<file path="src/hw/rtl/bcdr_pkg.sv">
// Package with shared constants and types for the button click detector.
`default_nettype none
package bcdr_pkg;

    localparam int NUM_BUTTONS = 32;
    localparam int TIME_W = 32;

    // Register indexes on the configuration port.
    localparam logic REG_REPEAT = 1'b0;
    localparam logic REG_WINDOW = 1'b1;

    localparam logic [31:0] REPEAT_RESET = 32'd500000;
    localparam logic [31:0] WINDOW_RESET = 32'd300000;

    typedef enum logic [2:0] {
        PH_IDLE  = 3'd0,
        PH_DOWN1 = 3'd1,
        PH_UP1   = 3'd2,
        PH_DOWN2 = 3'd3,
        PH_HELD  = 3'd4
    } t_phase;

    typedef struct packed {
        logic click;
        logic dbl;
    } t_lane_evt;

endpackage
`default_nettype wire

</file>
<file path="src/hw/rtl/bcdr_lane.sv">
// One button lane: phase machine and last action time for a single button.
`default_nettype none
module bcdr_lane (
    input  wire                            i_clk,
    input  wire                            i_rst_n,
    input  wire                            i_en,
    input  wire                            i_pressed,
    input  wire [bcdr_pkg::TIME_W-1:0]     i_now,
    input  wire [bcdr_pkg::TIME_W-1:0]     i_repeat,
    input  wire [bcdr_pkg::TIME_W-1:0]     i_window,
    output bcdr_pkg::t_lane_evt            o_evt
);

    bcdr_pkg::t_phase r_phase;
    bcdr_pkg::t_phase n_phase;
    logic [bcdr_pkg::TIME_W-1:0] r_last;
    logic [bcdr_pkg::TIME_W-1:0] dt;
    logic rep_over;
    logic win_below;
    logic win_over;
    logic record;

    // Differences wrap modulo the time width, so a time that goes backwards
    // reads as a large gap.
    assign dt        = i_now - r_last;
    assign rep_over  = dt > i_repeat;
    assign win_below = dt < i_window;
    assign win_over  = dt > i_window;

    always_comb begin
        n_phase = r_phase;
        unique case (r_phase)
            bcdr_pkg::PH_IDLE: begin
                if (i_pressed) n_phase = bcdr_pkg::PH_DOWN1;
            end
            bcdr_pkg::PH_DOWN1: begin
                if (!i_pressed) n_phase = bcdr_pkg::PH_UP1;
                else if (rep_over) n_phase = bcdr_pkg::PH_HELD;
            end
            bcdr_pkg::PH_UP1: begin
                if (i_pressed && win_below) n_phase = bcdr_pkg::PH_DOWN2;
                else if (!i_pressed && win_over) n_phase = bcdr_pkg::PH_IDLE;
            end
            bcdr_pkg::PH_DOWN2: begin
                if (!i_pressed && (win_below || win_over)) n_phase = bcdr_pkg::PH_IDLE;
            end
            bcdr_pkg::PH_HELD: begin
                if (!i_pressed) n_phase = bcdr_pkg::PH_IDLE;
            end
            default: n_phase = r_phase;
        endcase
    end

    always_comb begin
        record    = 1'b0;
        o_evt.dbl = 1'b0;
        unique case (r_phase)
            bcdr_pkg::PH_IDLE:  record = i_pressed;
            bcdr_pkg::PH_DOWN1: record = i_pressed && rep_over;
            bcdr_pkg::PH_HELD:  record = i_pressed && rep_over;
            bcdr_pkg::PH_DOWN2: o_evt.dbl = !i_pressed && win_below;
            default: begin
                record    = 1'b0;
                o_evt.dbl = 1'b0;
            end
        endcase
        o_evt.click = record;
    end

    always_ff @(posedge i_clk) begin
        if (!i_rst_n) begin
            r_phase <= bcdr_pkg::PH_IDLE;
        end else if (i_en) begin
            r_phase <= n_phase;
        end
    end

    always_ff @(posedge i_clk) begin
        if (i_en && record) begin
            r_last <= i_now;
        end
    end

endmodule
`default_nettype wire

</file>
<file path="config.mk">
export PLATFORM = sky130hd
export DESIGN_NAME = bcdr_lane
export DESIGN_NICKNAME = d
export VERILOG_FILES = /design/src/hw/rtl/bcdr_pkg.sv /design/src/hw/rtl/bcdr_lane.sv
export SDC_FILE = /design/constraint.sdc
export NUM_CORES = 1
export LEC_CHECK = 0
export BUFFER_PORTS_ARGS = -buffer_cell sky130_fd_sc_hd__buf_2
export CORE_MARGIN = 2
export CORE_UTILIZATION = 55
export CTS_CLUSTER_SIZE = 12
export DETAILED_ROUTE_END_ITERATION = 7
export HOLD_SLACK_MARGIN = 0.08
export PLACE_DENSITY_LB_ADDON = 0.2
export SLEW_MARGIN = 40
export SYNTH_ARGS = -nofsm -noshare
export SYNTH_HDL_FRONTEND = slang
export SYNTH_SLANG_ARGS = --single-unit
</file>
<file path="constraint.sdc">
create_clock -name i_clk -period 8.6 [get_ports i_clk]
set_input_delay 1.29 -clock i_clk [delete_from_list [all_inputs] [get_ports i_clk]]
set_output_delay 1.29 -clock i_clk [all_outputs]
set_load 0.01 [all_outputs]
</file>
==> impl_metrics.env, run 1 <==
export IMPL_status="complete, no violations"
export IMPL_numCtsBuffers=5
export IMPL_cts_resized=0
export IMPL_achievable_frequency_mhz=141
export IMPL_rows=33
export IMPL_end_kind="output pin"
export IMPL_clock_sinks=35
export IMPL_number_of_cells_on_the_worst_hold_path=2
export IMPL_n_fill_cell=752
export IMPL_timing_setup_critical_path_class="in -> out"
export IMPL_synth_top_cells_by_area="sky130_fd_sc_hd__ha_1 26%, sky130_fd_sc_hd__edfxtp_1 21%, sky130_fd_sc_hd__inv_1 8.5%"
export IMPL_synth_nets=733
export IMPL_tns_ns=0
export IMPL_grt_first_pass_wirelength_mm=17.9
export IMPL_tmin_final_ns=7.12
export IMPL_antenna_left=0
export IMPL_via_count_of_the_first_global_routing_pass=4082
export IMPL_yosysUniqueCellTypes=59
export IMPL_worst_endpoint_required_ns=7.31
export IMPL_grt_start_max_net_pins=18
export IMPL_area_growth_synth_to_final_pct=16.1
export IMPL_timing_worst_slew_pin_value_ns=0.510
export IMPL_netlist_instances=537
export IMPL_ys_warnings_count=0
export IMPL_die_w_microns=94.7
export IMPL_antenna_cells_inserted=0
export IMPL_drt_pass1_iterations=4
export IMPL_drv_slew=0
export IMPL_routabilityCongestion=0.907
export IMPL_cts_hold_buffers=0
export IMPL_clockRootBuffer="sky130_fd_sc_hd__clkbuf_8"
export IMPL_post_synth_instance_area_sq_mm=0.00453
export IMPL_clkSlewWorstSetupHoldPaths_ns=0.07
export IMPL_clock_latency_ns=0.29
export IMPL_critPathLaunchType="primary input"
export IMPL_ctsHtreeMaxLevel=2
export IMPL_detail_route_iter0_violations=126
export IMPL_maxcap_violations=0
export IMPL_finalSetupViolCount=0
export IMPL_gr_total_overflow=0
export IMPL_worst_min_path_class="reg -> reg"
export IMPL_synth_top_area_share=0.263
export IMPL_antenna_found_initial=0
export IMPL_floorplan_die_area_sq_mm=0.00897
export IMPL_postCtsSetupRepairBufs=0
export IMPL_hpwl_reported_at_the_end_of_detailed_placement_mm=9.38
export IMPL_drt_vias_per_instance=5.52
export IMPL_floorplan_initialDensity=0.559
export IMPL_postSynth_topFlopCell="sky130_fd_sc_hd__edfxtp_1"
export IMPL_ys_seq_area_frac=0.226
export IMPL_final_layout_size_suffix_gt1_frac=0.187
export IMPL_max_slew_margin_rel=0.657
export IMPL_detailroute_via_count=4150
export IMPL_netlist_top_cell_by_area="sky130_fd_sc_hd__ha_1"
export IMPL_edff_count_synth=32
export IMPL_ff_latch_area_sq_mm=0.00102
export IMPL_detail_route_drc_violations=0
export IMPL_worst_r2r_cell_count=22
export IMPL_totalWireLength_mm=11.0
export IMPL_core_area_sq_mm=0.00809
export IMPL_max_clock_path_buffers=2
export IMPL_fin_crit_sh=0.827
export IMPL_power_total_w=0.000721
export IMPL_multi_input_area_sq_mm=0.00312
export IMPL_ioPinCount=102
export IMPL_skew_ns=0.00965
export IMPL_postSynthRegisterBits=35
export IMPL_async_reset_ff_frac=0
export IMPL_globalRouteTotalUtil=0.251
export IMPL_worstPathArrival_ns=5.83
export IMPL_critical_path_peak_fanout=4
export IMPL_setup_repair_after_global_routing_missed_its_margin="no"
export IMPL_syn_avg_cell_area_sq_um=8.43
export IMPL_final_hold_viol_count=0
export IMPL_ir_worst_vdd_mv=0.0891
export IMPL_p_leak_nw=2.86
export IMPL_floorplan_die_height_microns=94.7
export IMPL_cts_tree="done"
export IMPL_power_density_cell_area_mw_per_mm2=137
export IMPL_num_nets_final=842
export IMPL_io_buffer_count=101
export IMPL_detail_route_wl_per_cell_microns=14.7
## routing by layer
metal / global-route usage / vias to the layer above / share of wire
met5: 0 / - / 0
met4: 0.0821 / 0 / 0.020
met2: 0.455 / 98 / 0.49
met1: 0.305 / 1898 / 0.44
met3: 0.0311 / 16 / 0.048
li1: - / 2138 / -
## placed cells by master, fill, tap and decap left out, types with 4 or more instances in the layout
master	synthesis	final
sky130_fd_sc_hd__a21o_1	31	31
sky130_fd_sc_hd__nand2b_1	6	6
sky130_fd_sc_hd__ha_1	95	95
sky130_fd_sc_hd__clkbuf_8	0	5
sky130_fd_sc_hd__nand2_1	28	28
sky130_fd_sc_hd__o21ai_0	22	22
sky130_fd_sc_hd__buf_2	0	101
sky130_fd_sc_hd__o21a_1	9	9
sky130_fd_sc_hd__nand4_1	13	13
sky130_fd_sc_hd__nand3_1	6	6
sky130_fd_sc_hd__xor2_1	10	10
sky130_fd_sc_hd__and3_1	7	7
sky130_fd_sc_hd__and2_1	4	4
sky130_fd_sc_hd__nor3_1	6	6
sky130_fd_sc_hd__and4_1	4	4
sky130_fd_sc_hd__nor2b_1	10	10
sky130_fd_sc_hd__a211oi_1	4	4
sky130_fd_sc_hd__nor4_1	4	4
sky130_fd_sc_hd__edfxtp_1	32	32
sky130_fd_sc_hd__nor2_1	28	28
sky130_fd_sc_hd__inv_1	103	103
sky130_fd_sc_hd__a21oi_1	43	43
sky130_fd_sc_hd__xnor2_1	17	17
## cell type report
class                   count  share of cell area
clock buffers               8              0.0152
inverters                 103              0.0736
multi-input cells         398               0.593
flip-flops and latches     35               0.194
well taps                 105              0.0250
repair buffers            103              0.0990
## final timing paths
| path | slack, ns | startpoint | end |
|---|---|---|---|
| max | 1.48 | i_now[0] | o_evt[0] |
| min | 0.55 | r_phase[0] | r_phase[0] |
| max reg2reg | 3.28 | r_last[0] | r_phase[1] |
| min reg2reg | 0.55 | r_phase[0] | r_phase[0] |
## through the flow
step / utilization / setup WS (ns) / instance area, sq um / std cells / hold slack, ns
after floorplan: - / 0.984 / 4530 / 537 / 0.485
after global placement: 0.639 / 1.61 / 5170 / 744 / 0.521
final: 0.649 / 1.48 / 5260 / 752 / 0.551
after CTS: 0.649 / 1.55 / 5260 / 752 / 0.550
after global routing: 0.649 / 1.17 / 5260 / 752 / 0.590
after detailed placement: 0.639 / 1.56 / 5170 / 744 / 0.532
## synthesized netlist by cell type (all sizes together) (7+ instances only)
library cell,n
inv,103
and3,7
a21oi,44
edfxtp,32
nand2,28
nand4,13
nor2b,10
ha,95
xnor2,17
o21ai,23
o21a,9
xor2,10
nor2,28
a21o,31
## power by group
group,internal (W),total (W),switching (W)
registers,0.000200,0.000205,0.00000478
clock network,0.0000578,0.000123,0.0000649
logic,0.000175,0.000393,0.000219
total,0.000433,0.000721,0.000288
## worst max-delay path: stages
cell and delay (ns):
sky130_fd_sc_hd__buf_2 0.09, sky130_fd_sc_hd__inv_1 0.04, sky130_fd_sc_hd__ha_1 0.20, sky130_fd_sc_hd__inv_1 0.07
sky130_fd_sc_hd__fa_1 0.20, sky130_fd_sc_hd__a21oi_1 0.09, sky130_fd_sc_hd__nand4b_1 0.25, sky130_fd_sc_hd__a31oi_2 0.31
sky130_fd_sc_hd__a22oi_1 0.18, sky130_fd_sc_hd__a31oi_2 0.34, sky130_fd_sc_hd__nand4_1 0.13, sky130_fd_sc_hd__and3_1 0.21
sky130_fd_sc_hd__o31ai_1 0.39, sky130_fd_sc_hd__xor2_1 0.17, sky130_fd_sc_hd__ha_1 0.36, sky130_fd_sc_hd__and4_1 0.23
sky130_fd_sc_hd__nand2_1 0.09, sky130_fd_sc_hd__nor4_1 0.50, sky130_fd_sc_hd__o41a_1 0.34, sky130_fd_sc_hd__or3_4 0.17
sky130_fd_sc_hd__nor4_1 0.04, sky130_fd_sc_hd__buf_2 0.14
## kinds of logic (layout without fill, tap and decap cells)
kind of cell             count (synthesis)  after routing  synth area share
XOR/XNOR                                27             27            0.0523
AND/OR/NAND/NOR                        127            127             0.147
multiplexers                             1              1           0.00221
AO/OA/AOI/OAI                          146            146             0.217
buffers and inverters                  104            214            0.0871
flip-flops                              35             35             0.226
adder cells (fa/ha/maj)                 97             97             0.269
## registers in the layout, summed over array words and instances, names as in the netlist
signal   cells
r_phase      3
r_last      32
Power figures use the tool's default switching activity.
==> run 2, diff against run 1 <==
--- a/config.mk
+++ b/config.mk
@@ -7,7 +7,7 @@
 export LEC_CHECK = 0
 export BUFFER_PORTS_ARGS = -buffer_cell sky130_fd_sc_hd__buf_2
 export CORE_MARGIN = 2
-export CORE_UTILIZATION = 55
+export CORE_UTILIZATION = 51
 export CTS_CLUSTER_SIZE = 12
 export DETAILED_ROUTE_END_ITERATION = 7
 export HOLD_SLACK_MARGIN = 0.08
==> constraint.sdc (replaced) <==
create_clock -name i_clk -period 6.4 [get_ports i_clk]
set_input_delay 0.96 -clock i_clk [delete_from_list [all_inputs] [get_ports i_clk]]
set_output_delay 0.96 -clock i_clk [all_outputs]
set_load 0.01 [all_outputs]
==> impl_metrics.env, run 2 (synthesis results as in run 1) <==
export IMPL_max_slew_margin_rel=0.671
export IMPL_worst_hold_slack_ns=0.533
export IMPL_detail_route_iter0_violations=150
export IMPL_ff_latch_area_sq_mm=0.00102
export IMPL_net_sw_power_w=0.000389
export IMPL_num_nets_final=845
export IMPL_detail_route_wl_per_cell_microns=14.7
export IMPL_clockRootBuffer="sky130_fd_sc_hd__clkbuf_8"
export IMPL_antenna_cells_inserted=0
export IMPL_ioPinCount=102
export IMPL_tmin_final_ns=6.13
export IMPL_largest_reg_flops=32
export IMPL_critPathLaunchType="primary input"
export IMPL_antenna_found_initial=0
export IMPL_drv_slew=0
export IMPL_routabilityCongestion=0.973
export IMPL_core_area_sq_mm=0.00868
export IMPL_detailroute_via_count=4245
export IMPL_seqPwrFrac=0.283
export IMPL_clock_latency_ns=0.29
export IMPL_ctsHtreeMaxLevel=2
export IMPL_ir_worst_vdd_mv=0.0967
export IMPL_grt_first_pass_wirelength_mm=18.6
export IMPL_largest_register="r_last"
export IMPL_power_density_cell_area_mw_per_mm2=183
export IMPL_antenna_left=0
export IMPL_multi_input_area_sq_mm=0.00315
export IMPL_skew_ns=0.00513
export IMPL_crit_family="compound AO/OA/AOI/OAI gates"
export IMPL_floorplan_initialDensity=0.521
export IMPL_clock_sinks=35
export IMPL_maxcap_violations=0
export IMPL_swShare=0.400
export IMPL_cts_tree="done"
export IMPL_finalSetupViolCount=0
export IMPL_drt_pass1_iterations=5
export IMPL_worstPathArrival_ns=5.17
export IMPL_critical_path_slowest_cell="sky130_fd_sc_hd__maj3_1"
export IMPL_via_count_of_the_first_global_routing_pass=4191
export IMPL_floorplan_die_area_sq_mm=0.00964
export IMPL_most_used_cells_in_the_layout_excluding_fill_and_tap_cells="103 x sky130_fd_sc_hd__inv_1, 101 x sky130_fd_sc_hd__buf_2, 93 x sky130_fd_sc_hd__ha_1, 43 x sky130_fd_sc_hd__a21oi_1, 32 x sky130_fd_sc_hd__edfxtp_1"
export IMPL_grt_start_max_net_pins=18
export IMPL_totalWireLength_mm=11.2
export IMPL_final_layout_size_suffix_gt1_frac=0.200
export IMPL_internal_power_w=0.000584
export IMPL_cells_along_the_critical_path="buf_2, ha_1, nor2b_1, o311a_1, or3_1, a21o_1, a21o_1, a21o_1, a21o_1, a21oi_1, xnor2_1, ha_1, nand4_1, nor3_2, o21ai_0, o211a_1, o22ai_1, nand2_2, maj3_1, nor2_1, buf_2"
export IMPL_hpwl_reported_at_the_end_of_detailed_placement_mm=9.61
export IMPL_end_kind="output pin"
export IMPL_timing_worst_slew_pin_value_ns=0.481
export IMPL_die_w_microns=98.2
export IMPL_status="complete, no violations"
export IMPL_critical_path_peak_fanout=3
export IMPL_timing_setup_critical_path_class="in -> out"
export IMPL_p_leak_nw=2.87
export IMPL_drt_vias_per_instance=5.60
export IMPL_fin_crit_sh=0.957
export IMPL_final_hold_viol_count=0
export IMPL_cp_slowest_stage_delay_ns=0.42
export IMPL_achievable_frequency_mhz=163
export IMPL_tns_ns=0
export IMPL_clkSlewWorstSetupHoldPaths_ns=0.07
export IMPL_cts_hold_buffers=0
export IMPL_gr_total_overflow=0
export IMPL_final_util=0.613
export IMPL_cp_dominant_cell_by_count="sky130_fd_sc_hd__a21o_1"
export IMPL_power_clock_fraction=0.167
export IMPL_detail_route_drc_violations=0
export IMPL_biggestRegsByFlops="r_last (32), r_phase (3)"
export IMPL_floorplan_die_height_microns=98.2
export IMPL_area_growth_synth_to_final_pct=17.6
export IMPL_n_fill_cell=819
export IMPL_worst_endpoint_required_ns=5.44
export IMPL_worst_min_path_class="reg -> reg"
export IMPL_setup_repair_after_global_routing_missed_its_margin="no"
export IMPL_globalRouteTotalUtil=0.234
export IMPL_rows=34
export IMPL_numCtsBuffers=5
export IMPL_final_common_cell="sky130_fd_sc_hd__inv_1"
export IMPL_crit_buf_inv=2
export IMPL_io_buffer_count=101
export IMPL_comb_power_share=0.550
export IMPL_max_clock_path_buffers=2
-- run 2: cell types whose count changed in the layout (fill, tap and decap cells not counted), sizes merged --
cell,delta
buf,+3
-- run 2: worst paths after layout --
kind,start,end,slack (ns),cells after the start
worst min-delay path,r_phase[0],r_phase[0],0.53,2
worst max register to register,r_last[1],r_last[4],1.27,21
worst max-delay path,i_now[1],o_evt[1],0.27,21
worst min register to register,r_phase[0],r_phase[0],0.53,2
-- run 2: metal layers --
metal | up-vias | GRT usage | part of all wire
met2 | 145 | 0.400 | 0.47
met3 | 16 | 0.0365 | 0.058
met1 | 1944 | 0.309 | 0.45
li1 | 2140 | - | -
met5 | - | 0 | 0
met4 | 0 | 0.0590 | 0.016
-- run 2: per-stage QoR --
stage	cell area, sq um	setup WS [ns]	total power, W	instances
3_5_place_dp	5200	0.121	0.000804	749
6_report	5320	0.273	0.000973	758
5_1_grt	5320	0.00412	0.00107	758
3_3_place_gp	5200	0.183	0.000791	749
2_1_floorplan	4530	0.233	0.000660	537
4_1_cts	5280	0.116	0.000974	757
-- run 2: cell type report --
cell class              count  area share
clock buffers               8      0.0151
inverters                 103      0.0727
multi-input cells         398       0.593
flip-flops and latches     35       0.192
well taps                 108      0.0254
repair buffers            106       0.102
-- run 2: power by group through the flow --
stage	logic [W]	registers, W	clock network [W]
6_report	0.000535	0.000275	0.000162
5_1_grt	0.000608	0.000277	0.000181
4_1_cts	0.000527	0.000276	0.000171
3_5_place_dp	0.000523	0.000281	0
3_3_place_gp	0.000511	0.000280	0
2_1_floorplan	0.000380	0.000279	0
-- run 2: worst reg2reg max path, delay by kind of cell, from the launching register on --
family          cells  cell delay, ns
compound gates      9            1.71
simple gates        6            1.25
fa+ha+maj           3            0.96
buf+inv             2            0.40
flops               1            0.37
xor+xnor            1            0.12
-- run 2: timing repair --
item                       in CTS  in global routing
gates resized for setup         0                  7
buffers inserted                0                  1
setup endpoints to repair       0                  2
