$ cat config.mk
export PLATFORM = sky130hd
export DESIGN_NAME = bcdr_merge
export DESIGN_NICKNAME = d
export VERILOG_FILES = /design/src/hw/rtl/bcdr_pkg.sv /design/src/hw/rtl/bcdr_merge.sv
export SDC_FILE = /design/constraint.sdc
export NUM_CORES = 1
export LEC_CHECK = 0
export ABC_AREA = 1
export BUFFER_PORTS_ARGS = -buffer_cell sky130_fd_sc_hd__buf_2
export CORE_AREA = 2 2 76 78
export CTS_BUF_LIST = sky130_fd_sc_hd__clkbuf_8 sky130_fd_sc_hd__clkbuf_16
export DETAILED_ROUTE_END_ITERATION = 8
export DIE_AREA = 0 0 78 80
export PLACE_DENSITY = 0.73
export SLEW_MARGIN = 20
export SYNTH_ARGS = -nofsm -noshare
export SYNTH_HDL_FRONTEND = slang
export SYNTH_SLANG_ARGS = --single-unit
$ cat constraint.sdc
create_clock -name i_clk -period 1.2 [get_ports i_clk]
set_clock_uncertainty 0.05 [all_clocks]
set_input_delay 0.18 -clock i_clk [delete_from_list [all_inputs] [get_ports i_clk]]
set_output_delay 0.18 -clock i_clk [all_outputs]
set_load 0.01 [all_outputs]
$ cat src/hw/rtl/bcdr_pkg.sv
// Package with shared constants and types for the button click detector.
`default_nettype none
package bcdr_pkg;

    localparam int NUM_BUTTONS = 32;
    localparam int TIME_W = 32;

    // Register indexes on the configuration port.
    localparam logic REG_REPEAT = 1'b0;
    localparam logic REG_WINDOW = 1'b1;

    localparam logic [31:0] REPEAT_RESET = 32'd500000;
    localparam logic [31:0] WINDOW_RESET = 32'd300000;

    typedef enum logic [2:0] {
        PH_IDLE  = 3'd0,
        PH_DOWN1 = 3'd1,
        PH_UP1   = 3'd2,
        PH_DOWN2 = 3'd3,
        PH_HELD  = 3'd4
    } t_phase;

    typedef struct packed {
        logic click;
        logic dbl;
    } t_lane_evt;

endpackage
`default_nettype wire

$ cat src/hw/rtl/bcdr_merge.sv
// Merging stage: gathers lane events into the two masks and holds the result.
`default_nettype none
module bcdr_merge (
    input  wire                                         i_clk,
    input  wire                                         i_rst_n,
    input  wire                                         i_accept,
    input  wire bcdr_pkg::t_lane_evt [bcdr_pkg::NUM_BUTTONS-1:0] i_evt,
    input  wire                                         i_m_tready,
    output logic                                        o_s_tready,
    output logic                                        o_m_tvalid,
    output logic [2*bcdr_pkg::NUM_BUTTONS-1:0]          o_m_tdata
);

    logic [bcdr_pkg::NUM_BUTTONS-1:0] clk_mask;
    logic [bcdr_pkg::NUM_BUTTONS-1:0] dbl_mask;
    logic r_valid;
    logic [2*bcdr_pkg::NUM_BUTTONS-1:0] r_data;

    always_comb begin
        for (int i = 0; i < bcdr_pkg::NUM_BUTTONS; i++) begin
            clk_mask[i] = i_evt[i].click;
            dbl_mask[i] = i_evt[i].dbl;
        end
    end

    // A new item may enter when no result is held or the held result leaves in the same cycle.
    assign o_s_tready = !r_valid || i_m_tready;

    always_ff @(posedge i_clk) begin
        if (!i_rst_n) begin
            r_valid <= 1'b0;
        end else if (o_s_tready) begin
            r_valid <= i_accept;
        end
    end

    always_ff @(posedge i_clk) begin
        if (i_accept) begin
            r_data <= {dbl_mask, clk_mask};
        end
    end

    assign o_m_tvalid = r_valid;
    assign o_m_tdata  = r_data;

endmodule
`default_nettype wire

==> flow_summary_export.csv, run 1 <==
group,metric,value,unit
layout,stdcell_count,357,
yosys,ys_seq_area_frac,0.987,
die,start_util,0.364,
outcome,status,"finished clean",
detailed_routing,wirelength,5160,um
critical_path,critPathMaxStageDelay,0.37,ns
worst_hold_path,min-delay-start,"i_rst_n",
die,ios,134,
power,p_leak,1.56,nW
layout,final_cell_mix,"buf_2, dlygate4sd3_1, edfxtp_1",
critical_path,startpoint,"o_m_tvalid",
place,hpwl,3010,um
detailed_routing,drtAntennaViolNets,0,
power,power_frac_clock,0.341,
yosys,synth_mux_area_frac,0,
power,internal-power,3.97,mW
die,num_rows,27,
clock_network,post_cts_buffers,0,
power,switchingPower,1.10,mW
yosys,synthAdderAreaFrac,0,
die,dieArea,6240,um2
critical_path,worstReg2RegStart,"o_m_tvalid",
grt,grt_usage,0.172,
timing,finalCritPeriodShare,0.947,
place,place_inst,277,
yosys,synth_cell_type_count,5,
timing,max_slew.worst_pin.slew,0.184,ns
yosys,syn_area_per_cell,28.1,um2
die,core-area,5410,um2
place,portBuffers,133,
yosys,synth-simple-area-share,0.00318,
power,power_frac_seq,0.539,
critical_path,crit_path_start_kind,"flip-flop",
critical_path,arrival,0.91,ns
yosys,synth_compound_gate_area_share,0.00445,
layout,syn2layout_area_growth,82.5,%
detailed_routing,drtIter0Drc,87,
run,cap_viol_max_count,0,
grt,grt-ovfl-total,0,
grt,grt_first_pass_wirelength,7600,um
grt,antenna_found_initial,0,
yosys,synth_nets,138,
timing,finalHoldViolCount,0,
timing,tns,0,ns
timing,setup_viol,0,
power,combPwrFrac,0.119,
timing,fmax,880,MHz
place,dp_slack,0.283,ns
clock_network,cts_num_sinks,65,
detailed_routing,vias,1489,
timing,maxSlewHeadroom,0.877,
clock_network,clock_path_buffers,2,
power,ir_worst_vdd,1.02,mV
worst_hold_path,hp-class,"in2reg",
timing,layout_min_cycle_time,1.14,ns
layout,drive_above_1_share,0.530,
clock_network,cts_tree,"yes",
critical_path,slowest_stage,"dfxtp_1",
layout,layout_commonest_cell,"buf_2",
yosys,synth_warnings,0,
timing,fin_hold_ws,0.0607,ns
die,die_w,78,um
critical_path,cp.required,0.97,ns
power,power_density,1410,nW/um2
clock_network,htreeDepth,3,
yosys,ys_seq_elements,65,
yosys,synth_top_family_by_area,"buffers and inverters",
grt,grt_pass1_vias,1546,
critical_path,critPathKind,"reg2out",
yosys,synth_cells,70,
detailed_routing,via_per_inst,4.17,
layout,antenna_cells,0,
timing,setup_ws,0.0634,ns
clock_network,cts_inserted_buffers,9,
grt,grt_start_max_net_pins,36,
detailed_routing,firstDrtPassIters,4,
clock_network,clkLatencyLatePin,0.32,ns
power,power_switching_share,0.218,
yosys,synth_xor_area_frac,0,
layout,nets,348,
detailed_routing,drc,0,
critical_path,cp_max_fo,2,
detailed_routing,wl_per_cell,14.5,um
critical_path,path_cells,"nand2_2 > buf_2",
clock_network,cts_root_buf,"clkbuf_8",
critical_path,worstSetupEndpointType,"output port",
clock_network,clkTransAtPathRegs,0.07,ns
yosys,syn_area,1970,um2
die,dieHeight,80,um
timing,rsz0062_at_grt,"no",
place,place_congestion,0.674,
timing,final_max_slew_viol_count,0,
-- routing by layer --
layer  GRT usage  part of all wire
met5           0                 0
met4      0.0947             0.012
met3      0.0860              0.13
met2       0.299              0.52
met1       0.166              0.34
-- final timing paths --
kind | depth (start not counted) | slack [ns] | to
max | 2 | 0.06 | o_s_tready
min | 3 | 0.06 | o_m_tvalid
max reg2reg | 2 | 0.50 | o_m_tvalid
min reg2reg | 2 | 0.47 | o_m_tvalid
-- critical path: cells and delay by family (launching register included) --
family	cells	cell delay, ns
buffers and inverters	1	0.14
and+or+nand+nor	1	0.08
DFF	1	0.37
-- sequential cells by signal (all words and copies together) (netlist names) --
| register | cells |
|---|---|
| o_m_tdata | 64 |
| o_m_tvalid | 1 |
-- power groups by stage --
stage               Sequential (mW)  Clock (mW)  Combinational, mW
floorplan                      2.89           0            0.00668
global placement               2.77           0              0.434
detailed placement             2.78           0              0.442
CTS                            2.73        1.77              0.602
global route                   2.75        1.87              0.646
finish                         2.74        1.73              0.606
-- cell usage after synthesis --
cell type  instances  share of area
a21oi_2            1         0.0045
dfxtp_1            1          0.010
edfxtp_1          64           0.98
inv_1              3         0.0057
nand2_2            1         0.0032
-- cell families (layout without fill, tap and decap cells) --
group,after synthesis,after routing
DFF,65,65
buffers and inverters,3,218
AOI/OAI and AO/OA,1,1
and+or+nand+nor,1,1
-- final cells by class --
type	instances	area [um2]
fill	393	1810
multi-input combinational	2	15.0
tap	72	90.1
sequential	65	1940
clock buffer	9	124
clock inverter	7	62.6
timing repair buffer	199	1350
inverter	3	11.3
-- per-stage QoR --
step	instance area (um2)	total power, mW	utilization
final	3590	5.07	0.664
after global routing	3590	5.27	0.664
after CTS	3590	5.11	0.664
after detailed placement	2760	3.22	0.511
after global placement	2760	3.21	0.511
after floorplan	1970	2.89	-
-- what timing repair did --
item	in CTS	in global routing
hold buffers	64	0
endpoints found under the hold margin	64	0
gates resized for setup	0	0
Power figures use the tool's default switching activity.
==> inputs of run 2 (changes only) <==
--- a/constraint.sdc
+++ b/constraint.sdc
@@ -4,2 +4,2 @@
 set_output_delay 0.18 -clock i_clk [all_outputs]
-set_load 0.01 [all_outputs]
+set_load 0.1 [all_outputs]
==> run 2 against run 1 <==
- the run now ends with negative setup slack left
- utilization is 18 points higher
- hold slack worse by 0.042 ns
- wire length is 28% higher
- critical endpoint is now o_m_tdata[28]
- fmax is 5.8% lower
- largest power group unchanged
- worst setup slack worse by 0.070 ns
- clock power is 14% lower
==> flow_summary_export.csv, run 2 (synthesis results as in run 1) <==
group,metric,value,unit
power,p_leak,1.93,nW
die,die_w,78,um
critical_path,critPathMaxStageDelay,0.44,ns
timing,rsz0062_at_grt,"yes",
layout,syn2layout_area_growth,132,%
run,cap_viol_max_count,0,
clock_network,cts_tree,"yes",
power,total_power,6.70,mW
critical_path,path_delay_family,"flip-flops",
critical_path,cp.required,0.97,ns
worst_hold_path,hp-class,"in2reg",
timing,max_slew.worst_pin.slew,0.196,ns
layout,largest_register_ffs,64,
grt,grt-ovfl-total,0,
critical_path,rrSetupSlack,0.52,ns
layout,final_cell_area,4560,um2
critical_path,worstReg2RegStart,"o_m_tvalid",
grt,grt_pass1_vias,1777,
timing,finalHoldViolCount,0,
power,ir_worst_vdd,1.07,mV
die,start_util,0.364,
detailed_routing,drtAntennaViolNets,0,
critical_path,r2r_end,"o_m_tvalid",
clock_network,cts_num_sinks,65,
critical_path,slowest_stage,"edfxtp_1",
die,ios,134,
place,dp_slack,0.286,ns
layout,nets,348,
worst_hold_path,hold_end,"o_m_tvalid",
detailed_routing,wl_per_cell,18.5,um
die,dieHeight,80,um
clock_network,post_cts_buffers,0,
clock_network,clkLatencyLatePin,0.33,ns
layout,antenna_cells,0,
detailed_routing,firstDrtPassIters,4,
detailed_routing,via_per_inst,4.22,
outcome,violations,"negative setup slack",
die,dieArea,6240,um2
grt,grt_first_pass_wirelength,9690,um
timing,fmax,829,MHz
outcome,status,"finished, violations left",
place,place_congestion,0.707,
place,dpl_cell_area,3760,um2
timing,setup_viol,1,
critical_path,crit_path_start_kind,"flip-flop",
timing,maxSlewHeadroom,0.869,
critical_path,arrival,0.98,ns
clock_network,postCtsResizedCells,0,
layout,drive_above_1_share,0.523,
die,core-area,5410,um2
timing,fin_hold_ws,0.0188,ns
critical_path,worstSetupEndpointType,"output port",
clock_network,clock_path_buffers,2,
worst_hold_path,holdPathStages,3,
layout,final_cell_mix,"buf_12, buf_2, dlygate4sd3_1, edfxtp_1, clkbuf_8",
timing,final_max_slew_viol_count,0,
critical_path,path_cells,"buf_12",
layout,postLayoutCoreUtil,0.843,
die,num_rows,27,
detailed_routing,vias,1505,
timing,layout_min_cycle_time,1.21,ns
grt,grt_usage,0.224,
timing,finalCritPeriodShare,1.01,
critical_path,cp_max_fo,1,
power,power_density,1470,nW/um2
clock_network,cts_inserted_buffers,9,
detailed_routing,drc,0,
clock_network,htreeDepth,3,
critical_path,reg2reg_depth,2,
timing,tns,-0.00670,ns
clock_network,cts_root_buf,"clkbuf_8",
timing,setup_ws,-0.00670,ns
place,hpwl,3640,um
critical_path,critPathKind,"reg2out",
layout,n_fill_cell,250,
layout,stdcell_count,357,
clock_network,clkTransAtPathRegs,0.07,ns
place,place_inst,277,
layout,layout_commonest_cell,"buf_12",
grt,antenna_found_initial,0,
grt,grt_start_max_net_pins,36,
detailed_routing,wirelength,6600,um
critical_path,cp_num_buf_inv,1,
detailed_routing,drtIter0Drc,80,
worst_hold_path,min-delay-start,"i_rst_n",
place,portBuffers,133,
## run 2: power by group
part | switching, mW | internal [mW] | total (mW)
registers | 0.153 | 2.70 | 2.86
clock network | 0.775 | 0.705 | 1.48
logic | 1.49 | 0.873 | 2.36
total | 2.42 | 4.28 | 6.70
## run 2: layout make-up
type | count | area (um2) | area share
Clock buffer | 9 | 124 | 0.0272
Multi-Input combinational cell | 2 | 20.0 | 0.00439
Tap cell | 72 | 90.1 | 0.0198
Timing Repair Buffer | 199 | 2340 | 0.513
Inverter | 3 | 11.3 | 0.00247
Clock inverter | 7 | 28.8 | 0.00632
Sequential cell | 65 | 1950 | 0.427
## run 2: worst max path at each step
stage | startpoint | endpoint | slack, ns | cells past startpoint
2_1_floorplan | o_m_tdata[0] | o_m_tdata[0] | 0.07 | 0
3_3_place_gp | i_accept | o_m_tdata[36] | 0.30 | 2
3_5_place_dp | i_accept | o_m_tdata[48] | 0.29 | 2
4_1_cts | o_m_tdata[14] | o_m_tdata[14] | -0.01 | 1
5_1_grt | o_m_tdata[28] | o_m_tdata[28] | -0.03 | 1
6_report | o_m_tdata[28] | o_m_tdata[28] | -0.007 | 1
## run 2: layer usage
metal / track usage / vias to the layer above / routed length, um
met5: 0 / - / 0
met4: 0.0842 / 0 / 74
met3: 0.0928 / 6 / 610
met2: 0.423 / 80 / 3730
met1: 0.215 / 723 / 2180
li1: - / 696 / -
## run 2: tightest hold or removal path: stages
cell and delay (ns):
buf_2 0.10, inv_1 0.05, a21oi_2 0.03
## run 2: what timing repair did
| item | 4_1_cts | 5_1_grt |
|---|---|---|
| endpoints found under the setup margin | 1 | 25 |
| hold endpoints to repair | 64 | 0 |
| hold buffers | 64 | 0 |
==> inputs of run 3 (changes only) <==
--- a/config.mk
+++ b/config.mk
@@ -7,4 +7,4 @@
 export LEC_CHECK = 0
-export ABC_AREA = 1
 export BUFFER_PORTS_ARGS = -buffer_cell sky130_fd_sc_hd__buf_2
+export CAP_MARGIN = 20
 export CORE_AREA = 2 2 76 78
--- a/constraint.sdc
+++ b/constraint.sdc
@@ -4,2 +4,2 @@
 set_output_delay 0.18 -clock i_clk [all_outputs]
-set_load 0.1 [all_outputs]
+set_load 0.005 [all_outputs]
==> run 3 against run 2 <==
- the run now ends clean
- synthesized cell count down 2.9%
- final cell count fell by 0.56%
- total power is 21% lower
- fmax is 5.6% higher
- hold slack about the same
- clock-buffer cell count unchanged
- critical path depth grew 1
- non-clock buffer count did not move
- wire length is 15% lower
- critical path type unchanged
==> flow_summary_export.csv, run 3 <==
group,metric,value,unit
outcome,status,"finished clean",
place,place_congestion,0.659,
layout,stdcell_count,355,
yosys,ys_seq_area_frac,0.985,
die,num_rows,27,
timing,tns,0,ns
die,dieHeight,80,um
critical_path,critPathKind,"reg2out",
place,place_inst,275,
yosys,synth_nets,136,
detailed_routing,drtAntennaViolNets,0,
clock_network,clock_path_buffers,2,
timing,maxSlewHeadroom,0.878,
worst_hold_path,hp-class,"in2reg",
yosys,synth_cell_type_count,5,
place,portBuffers,133,
critical_path,rrSetupSlack,0.52,ns
detailed_routing,wl_per_cell,15.7,um
run,cap_viol_max_count,0,
timing,finalCritPeriodShare,0.952,
grt,grt_start_max_net_pins,36,
die,die_w,78,um
layout,drive_above_1_share,0.537,
power,power_density,1460,nW/um2
grt,grt_first_pass_wirelength,8170,um
clock_network,postCtsResizedCells,0,
timing,setup_viol,0,
yosys,synth_cells,68,
yosys,synthTopCellsByArea,"edfxtp_1, dfxtp_1, nand2b_4",
yosys,synth_top_cell_by_area,"edfxtp_1",
yosys,synth_common_cells,"edfxtp_1, a21boi_2, dfxtp_1, inv_1, nand2b_4",
detailed_routing,wirelength,5590,um
clock_network,cts_inserted_buffers,9,
timing,setup_ws,0.0575,ns
timing,max_slew.worst_pin.slew,0.183,ns
layout,layout_commonest_cell,"buf_2",
critical_path,crit_path_start_kind,"flip-flop",
layout,syn2layout_area_growth,83.9,%
clock_network,cts_num_sinks,65,
critical_path,path_cells,"nand2b_4 > buf_2",
clock_network,cts_tree,"yes",
clock_network,clkLatencyLatePin,0.35,ns
detailed_routing,via_per_inst,4.24,
layout,antenna_cells,0,
yosys,yosysTopAreaCellShare,0.975,
detailed_routing,drc,0,
power,ir_worst_vdd,1.18,mV
yosys,yosysMostFrequentCell,"edfxtp_1",
clock_network,htreeDepth,3,
timing,rsz0062_at_grt,"no",
critical_path,critPathMaxStageDelay,0.38,ns
critical_path,slowest_stage,"dfxtp_1",
die,ios,134,
power,p_leak,1.57,nW
grt,grt_usage,0.187,
timing,fin_hold_ws,0.0185,ns
clock_network,clkTransAtPathRegs,0.07,ns
place,hpwl,2990,um
yosys,synth-edff-count,64,
yosys,synth_flop_cell,"edfxtp_1",
critical_path,cp.required,0.97,ns
grt,antenna_found_initial,0,
die,dieArea,6240,um2
layout,n_fill_cell,368,
die,core-area,5410,um2
layout,largest_register_ffs,64,
yosys,syn_area,1970,um2
layout,final_cell_mix,"buf_2, dlygate4sd3_1, edfxtp_1",
yosys,async_flop_share,0,
timing,fmax,875,MHz
critical_path,arrival,0.91,ns
detailed_routing,vias,1505,
detailed_routing,drtIter0Drc,49,
yosys,syn_area_per_cell,29.0,um2
die,start_util,0.365,
grt,grt_pass1_vias,1676,
critical_path,cp_max_fo,2,
grt,grt-ovfl-total,0,
timing,final_max_slew_viol_count,0,
place,dp_slack,0.290,ns
layout,nets,346,
detailed_routing,firstDrtPassIters,4,
yosys,ys_seq_elements,65,
critical_path,worstSetupEndpointType,"output port",
yosys,synth_warnings,0,
timing,layout_min_cycle_time,1.14,ns
timing,finalHoldViolCount,0,
clock_network,cts_root_buf,"clkbuf_8",
==> run 3: worst paths after layout <==
kind / cells past startpoint / end / startpoint
setup / recovery: 2 / o_s_tready / o_m_tvalid
hold / removal: 2 / o_m_tvalid / i_rst_n
setup reg to reg: 2 / o_m_tvalid / o_m_tvalid
hold reg to reg: 2 / o_m_tvalid / o_m_tvalid
==> run 3: per-layer routing <==
layer / GRT usage / wire length, um
met3: 0.0826 / 563
met5: 0 / 0
met4: 0.137 / 226
met2: 0.325 / 2840
met1: 0.173 / 1950
==> run 3: cells by family after synthesis <==
kind of cell | synth area share
flops | 0.985
simple gates | 0.00698
compound gates | 0.00571
buf+inv | 0.00190
==> run 3: power breakdown <==
group          switching, mW  leakage [nW]  total [mW]  internal (mW)
Combinational          0.211         0.825       0.550          0.339
Clock                  0.836         0.107        2.00           1.17
Sequential            0.0479         0.635        2.74           2.69
==> run 3: stage by stage <==
| step | total power [mW] | area, um2 | utilization |
|---|---|---|---|
| final | 5.29 | 3620 | 0.671 |
| after global routing | 5.47 | 3620 | 0.671 |
| after CTS | 5.32 | 3620 | 0.671 |
| after detailed placement | 3.16 | 2770 | 0.512 |
| after global placement | 3.14 | 2770 | 0.512 |
| after floorplan | 2.82 | 1970 | - |
==> run 3: area by class of cell <==
class | count | area [um2] | area share
clock inverters | 7 | 93.8 | 0.0259
clock buffers | 9 | 124 | 0.0342
flip-flops and latches | 65 | 1940 | 0.536
well taps | 72 | 90.1 | 0.0249
multi-input cells | 2 | 25.0 | 0.00690
repair buffers | 199 | 1350 | 0.371
inverters | 1 | 3.75 | 0.00104
==> run 3: critical path, delay by kind of cell, from the launching register on <==
family / cells / cell delay, ns
DFF: 1 / 0.38
and+or+nand+nor: 1 / 0.06
buffers and inverters: 1 / 0.12
==> run 3: what timing repair did <==
action / in CTS / in global routing
hold buffers: 64 / 0
endpoints found under the hold margin: 64 / 0
buffers inserted: 0 / 0
